**config.mk**
```make
export PLATFORM = sky130hd
export DESIGN_NAME = gnfsa_cell
export DESIGN_NICKNAME = d
export VERILOG_FILES = /design/src/hw/rtl/gnfsa_pkg.sv /design/src/hw/rtl/gnfsa_cell.sv
export SDC_FILE = /design/constraint.sdc
export NUM_CORES = 1
export LEC_CHECK = 0
export BUFFER_PORTS_ARGS = -buffer_cell sky130_fd_sc_hd__buf_2
export CORE_MARGIN = 2
export CORE_UTILIZATION = 48
export DETAILED_ROUTE_END_ITERATION = 6
export GPL_ROUTABILITY_DRIVEN = 0
export PLACE_DENSITY = 0.7
export SETUP_SLACK_MARGIN = 0.4
export SYNTH_ARGS = -nofsm -noshare
export SYNTH_HDL_FRONTEND = slang
export SYNTH_SLANG_ARGS = --single-unit
```
**constraint.sdc**
```tcl
create_clock -name clock -period 26.5 [get_ports clock]
set_input_delay 3.975 -clock clock [delete_from_list [all_inputs] [get_ports clock]]
set_output_delay 3.975 -clock clock [all_outputs]
set_load 0.01 [all_outputs]
```
**src/hw/rtl/gnfsa_pkg.sv**
```systemverilog
// Package for the greedy nearest-free-slot assigner.
// Holds the request/response payload types, cell control types and constants.
// No dependencies.
`timescale 1ns / 1ps

package gnfsa_pkg;

   localparam int SLOT_DEPTH_DEF  = 64;
   localparam int VALUE_BITS_DEF  = 10;
   localparam int COUNT_BITS      = 7;
   localparam int ITEM_VALUE_BITS = 10;
   localparam int SLOT_FIELD_BITS = 6;
   localparam int COST_FIELD_BITS = 20;

   localparam logic [COUNT_BITS-1:0] COUNT_RESET = 7'd64;

   localparam logic KIND_LOAD   = 1'b0;
   localparam logic KIND_ASSIGN = 1'b1;

   typedef struct packed {
      logic                       kind;
      logic [SLOT_FIELD_BITS-1:0] slot_index;
      logic [ITEM_VALUE_BITS-1:0] item_value;
   } req_type;

   typedef struct packed {
      logic [SLOT_FIELD_BITS-1:0] chosen_slot;
      logic [COST_FIELD_BITS-1:0] cost;
      logic                       found;
   } rsp_type;

   typedef struct packed {
      logic valid;
      logic have;
   } scan_ctl_type;

   typedef struct packed {
      logic load;
      logic mark;
   } cell_cmd_type;

endpackage

```
**src/hw/rtl/gnfsa_cell.sv**
```systemverilog
// One slot cell of the search chain: holds a slot value and its used mark,
// scores the passing search token and hands the best-so-far to its neighbor.
// Depends on gnfsa_pkg.
`timescale 1ns / 1ps

module gnfsa_cell #(
   parameter int SLOT_DEPTH = gnfsa_pkg::SLOT_DEPTH_DEF,
   parameter int VALUE_BITS = gnfsa_pkg::VALUE_BITS_DEF,
   parameter int CELL_INDEX = 0
) (
   input  logic                                    clock,
   input  logic                                    reset,
   input  gnfsa_pkg::cell_cmd_type                 cmd,
   input  logic [$clog2(SLOT_DEPTH)-1:0]           wr_idx,
   input  logic [VALUE_BITS-1:0]                   wr_value,
   input  logic [gnfsa_pkg::COUNT_BITS-1:0]        slot_count,
   input  gnfsa_pkg::scan_ctl_type                 in_ctl,
   input  logic [$clog2(SLOT_DEPTH)-1:0]           in_idx,
   input  logic [2*VALUE_BITS-1:0]                 in_cost,
   input  logic [VALUE_BITS-1:0]                   in_req,
   output gnfsa_pkg::scan_ctl_type                 out_ctl,
   output logic [$clog2(SLOT_DEPTH)-1:0]           out_idx,
   output logic [2*VALUE_BITS-1:0]                 out_cost,
   output logic [VALUE_BITS-1:0]                   out_req
);
   import gnfsa_pkg::*;

   localparam int INDEX_W = $clog2(SLOT_DEPTH);
   localparam int COST_W  = 2 * VALUE_BITS;
   localparam int CMP_W   = ((INDEX_W > COUNT_BITS) ? INDEX_W : COUNT_BITS) + 1;
   localparam logic [INDEX_W-1:0] CELL_IDX = INDEX_W'(CELL_INDEX);
   localparam logic [CMP_W-1:0]   CELL_POS = CMP_W'(CELL_INDEX);

   logic [VALUE_BITS-1:0] value_ff;
   logic                  used_ff;
   scan_ctl_type          ctl_ff, ctl_in;
   logic [INDEX_W-1:0]    idx_ff, idx_in;
   logic [COST_W-1:0]     cost_ff, cost_in;
   logic [VALUE_BITS-1:0] req_ff;

   logic [VALUE_BITS-1:0] diff;
   logic [COST_W-1:0]     sq;
   logic                  active;
   logic                  take;
   logic                  hit;

   always_comb begin
      diff   = (in_req >= value_ff) ? (in_req - value_ff) : (value_ff - in_req);
      sq     = COST_W'(diff) * COST_W'(diff);
      active = CELL_POS < CMP_W'(slot_count);
      take   = in_ctl.valid && active && !used_ff && (!in_ctl.have || (sq < in_cost));
      ctl_in.valid = in_ctl.valid;
      ctl_in.have  = in_ctl.have | take;
      idx_in  = take ? CELL_IDX : in_idx;
      cost_in = take ? sq : in_cost;
      hit     = wr_idx == CELL_IDX;
   end

   always_ff @(posedge clock) begin
      if (reset) begin
         ctl_ff  <= '0;
         used_ff <= 1'b0;
      end else begin
         ctl_ff <= ctl_in;
         if (cmd.load && hit) begin
            used_ff <= 1'b0;
         end else if (cmd.mark && hit) begin
            used_ff <= 1'b1;
         end
      end
   end

   always_ff @(posedge clock) begin
      idx_ff  <= idx_in;
      cost_ff <= cost_in;
      req_ff  <= in_req;
      if (cmd.load && hit) begin
         value_ff <= wr_value;
      end
   end

   assign out_ctl  = ctl_ff;
   assign out_idx  = idx_ff;
   assign out_cost = cost_ff;
   assign out_req  = req_ff;

endmodule

```
Yosys cells after proc, flatten, opt, wreduce, memory -nomap -nowiden
Index checks and enable logic that the tools add are counted.

Bits in registers: 49. Input bits: 65. Output and inout bits: 38. Logic and storage cells: 26.

Add/subtract/negate cells: 2. Multiply operators: 1. $lt $le $gt $ge: 3. Multiplexer cells: 2. Bitwise logic cells: 1. Reduce and logical (&&, ||, !) cells: 10.

Operator list (count): less-than comparator 20 bit (1); multiplier 10 x 10 -> 20 bit (1); 2-to-1 mux 20 bit (1); subtractor 10 bit (2); >= comparator 10 bit (1); 2-to-1 mux 10 bit (1); less-than comparator 1 x 7 -> 1 bit (first input constant) (1); logical NOT 6 bit (1); logical AND 1 bit (5); logical NOT 1 bit (2); OR reduction 2 bit (1); logical OR 1 bit (1); OR 1 bit (1).

Logic depth before layout (Yosys ltp)
Depth in word-level cells: 7. Mapped depth: 41. Mapped depth without buffers: 38.

Least setup slack after synthesis
OpenSTA, ideal clock, no wires.

Kind: input port to flip-flop. Start point: input port in_req[3]. End point: register cost_ff[15], in the netlist out_cost[15]. Setup time: 0.121 ns. Arrival time: 12.706 ns. Data required time: 26.379 ns. Slack: 13.673 ns. Cell stages on the path: 37. Buffers on the path: 4. Cell sequence: inv_1 -> ha_1 -> clkbuf_2 -> nand4_1 -> a311o_1 -> o211a_1 -> buf_6 -> mux2i_2 -> a221o_2 -> a21oi_1 -> xor2_1 -> buf_4 -> nor2_1 -> fa_1 -> inv_1 -> fa_1 -> fa_1 -> inv_1 -> fa_1 -> inv_1 -> fa_1 -> inv_1 -> ha_1 -> a21o_1 -> or3_1 -> a41o_1 -> or2_2 -> a2111o_1 -> o311ai_0 -> ha_1 -> o21ai_0 -> nor2_1 -> nor3_1 -> o31ai_1 -> a31oi_1 -> clkbuf_1 -> mux2_2.

Longest elaborated chain between the ends: 7. Elaborated cells on any way between the ends: 9. Classes of those cells: add/sub: 2; mul: 1; order compare: 2; mux: 2; reduce/logical: 2.

RTL lines: start: declaration (RTL line gnfsa_cell.sv:20) `input logic [VALUE_BITS-1:0] in_req,`; subtractor 10 bit / >= comparator 10 bit (equally long branches) (RTL line gnfsa_cell.sv:48) `diff = (in_req >= value_ff) ? (in_req - value_ff) : (value_ff - in_req);`; 2-to-1 mux 10 bit * (RTL line gnfsa_cell.sv:48); multiplier 10 x 10 -> 20 bit * (RTL line gnfsa_cell.sv:49) `sq = COST_W'(diff) * COST_W'(diff);`; less-than comparator 20 bit (RTL line gnfsa_cell.sv:51) `take = in_ctl.valid && active && !used_ff && (!in_ctl.have || (sq < in_cost));`; logical OR 1 bit (RTL line gnfsa_cell.sv:51); logical AND 1 bit (RTL line gnfsa_cell.sv:51); 2-to-1 mux 20 bit * (RTL line gnfsa_cell.sv:55) `cost_in = take ? sq : in_cost;`; via cost_in[15] (RTL line gnfsa_cell.sv:38) `logic [COST_W-1:0] cost_ff, cost_in;`; end signal: assignment (RTL line gnfsa_cell.sv:75) `cost_ff <= cost_in;`; end: declaration (RTL line gnfsa_cell.sv:38).

Mark *: on every way through the listed nets, which the timed path passes. The rest lies on a longest branch. A chain may end at the register's enable or synchronous reset.

Final worst setup path
Start point: input port in_req[6]. End point: register cost_ff[12], in the netlist out_cost[12].

The elaborated chain is that of the path after synthesis.

==> summary.md <==
| Metric | Value |
|---|---|
| Placed cell areas | `between 0.006 and 0.007 sq mm` |
| Port bufs | `slightly above 100` |
| Synth cell count leaders | `126 x inv_1, 84 x ha_1, 50 x fa_1` |
| Clock skew | `between 0.005 and 0.006 ns` |
| Drt wl/cell | `~13 um` |
| Ys async rst share | `0%` |
| Reg-to-reg slack, setup | `roughly 16 ns` |
| Initial DRC Count | `roughly 280` |
| Dpl hpwl | `between 10,000 and 15,000 um` |
| # resized after CTS | `0` |
| Residual DRC count | `0` |
| Period minus WS final | `13.81 ns` |
| Main area contributors after synthesis | `ha_1 18%, fa_1 17%, dfxtp_1 14%` |
| Grt total ovfl | `0` |
| Max-cap violations | `0` |
| Max Clk Rate | `roughly 0.072 GHz` |
| Worst Path Required | `approximately 27 ns` |
| Die width | `113.8 um` |
| DRT antenna net count | `0` |
| Worst EP arrival | `14.00 ns` |
| Antenna violations before repair | `0` |
| First-pass GRT wire length | `about 20,000 um` |
| Synth unique cells | `66` |
| Synth Flop Type | `dfxtp_1` |
| Slowest stage delay, CP | `0.89 ns` |
| Core ar. | `between 0.01 and 0.015 sq mm` |
| Root buf cell | `clkbuf_16` |
| Flops & latches, synth | `49` |
| GRT Util Overall | `a little under a fifth` |
| Largest net degree at the start of global routing | `35` |
| Setup_tns | `0 ns` |
| Top-count cell post-synth | `inv_1` |
| Number of buffers created by CTS | `5` |
| Syn-to-layout area delta | `13.24%` |
| Slew Viols, Final | `0` |
| Design Area, Final | `0.006548 sq mm` |
| NumNets Final | `946` |
| Worst-Margin Slew | `roughly 1.2 ns` |
| RSZ-0062 raised after global routing | `false` |
| Worst Path Class, Setup | `input port to flip-flop` |
| Warnings from Yosys | `0` |
| Drt total wl | `11,880 um` |
| ANT cells | `0` |
| Via count | `around 4,700` |
| Crit-path slowest cell | `o211ai_1` |
| Clock transition at path regs | `about 0.070 ns` |
| Largest area contributor in the netlist | `ha_1` |
| Final number of hold-violating endpoints | `0` |
| Vias per Instance | `5.225` |
| Fraction of final layout cells sized beyond drive strength 1 | `19.25%` |
| Slew headroom | `between 10% and 20%` |
| Outcome | `finished clean` |
| Initial Utilization | `around half` |
| CTS tree | `built` |
| Clock latency on the worst-skew pair | `0.30 ns` |
| Synth top area share | `~18%` |
| Sequential share of the synthesized area | `between 10% and 20%` |
| Vias in the first global route | `roughly 4,800` |
| Cell count after synthesis | `roughly 650` |
| CTS Hold Bufs | `0` |
| Hold crit path type | `flip-flop to flip-flop` |
| I/O pin count | `roughly 100` |
| Startpoint class of the critical path | `input port` |
| Syn_nets | `between 800 and 900` |
| Nature of the critical path endpoint | `flip-flop` |
| Clock Tree Buf Depth | `2` |
| CTS Sinks | `49` |
| Die extent in y | `between 100 and 150 um` |
| Tcrit/Tclk final | `a little over half` |
| Setup violations, final | `0` |
| Postcts setup bufs | `0` |
| H-tree levels | `2` |
| Worst-path fanout max | `34` |
| Syn Area/Cell | `about 8.9 sq um` |
| Cell Rows | `40` |
| Full die area | `between 0.01 and 0.015 sq mm` |
| Drt pass-1 iters | `5` |
| Synth Cell Area | `around 0.0058 sq mm` |
| Post-synth EDFFs | `10` |
## state kept, by name (all words and copies together), names as in the netlist
signal    count
out_idx       6
out_ctl       2
out_cost     20
value_ff     10
used_ff       1
out_req      10
## through the flow
stage	utilization, %	std cells	setup slack [ns]	hold WS, ns
CTS	55.20	895	12.75	0.5494
floorplan	-	652	13.67	0.4833
detailed placement	53.83	887	12.47	0.5408
global route	55.20	895	12.06	0.5834
finish	55.20	895	12.69	0.5470
global placement	53.83	887	12.80	0.4985
## cell usage in the layout, fill, tap and decap left out, drive strengths merged, types with 10 or more instances in the layout
| cell | n |
|---|---|
| inv | 127 |
| dfxtp | 39 |
| nor2b | 18 |
| edfxtp | 10 |
| a21o | 15 |
| a21oi | 28 |
| xnor2 | 14 |
| mux2 | 12 |
| xor2 | 13 |
| nand3 | 10 |
| nand2b | 13 |
| fa | 50 |
| buf | 103 |
| nand2 | 35 |
| mux2i | 12 |
| ha | 84 |
| nor2 | 46 |
| o21ai | 25 |
## critical path, delay by kind of cell
family | cells | cell delay, ns
and+or+nand+nor | 6 | 1.40
xor gates and xnor gates | 1 | 0.81
muxes | 2 | 0.83
buffers and inverters | 7 | 0.68
adders and majority gates | 8 | 3.69
AOI/OAI and AO/OA | 10 | 2.57
## path summary, 6_finish.rpt
| kind | to | cells after the start | start |
|---|---|---|---|
| setup / recovery | out_cost[12]$_DFF_P_ | 34 | in_req[6] |
| hold / removal | used_ff$_SDFFE_PP0P_ | 2 | used_ff$_SDFFE_PP0P_ |
| setup reg to reg | out_cost[12]$_DFF_P_ | 32 | value_ff[6]$_DFFE_PP_ |
| hold reg to reg | used_ff$_SDFFE_PP0P_ | 2 | used_ff$_SDFFE_PP0P_ |
## cells by family after synthesis
logic type	after synthesis	share of synthesized area (%)
XOR/XNOR	27	4.090
AND/OR/NAND/NOR	172	15.15
buffers and inverters	142	10.06
AO/OA/AOI/OAI	104	12.03
flip-flops	49	18.70
adder cells (fa/ha/maj)	134	35.49
multiplexers	24	4.480
## metal layers
layer | wire length (um) | vias to the layer above | GRT usage, %
li1 | - | 2335 | -
met1 | 5182 | 2199 | 23.69
met2 | 5942 | 121 | 34.37
met3 | 543 | 21 | 2.497
met4 | 207 | 0 | 5.935
met5 | 0 | - | 0
## area by class of cell
cell class	count	area, sq um
fill	1073	5314
multi-input combinational	461	4125
inverter	127	476.7
timing repair buffer	103	518.0
tap	147	183.9
clock buffer	7	153.9
sequential	49	1081
clock inverter	1	8.758
Power is left out: the tool's default activity adds up to more than one toggle a clock period on the data nets, which glitch-free logic cannot reach.
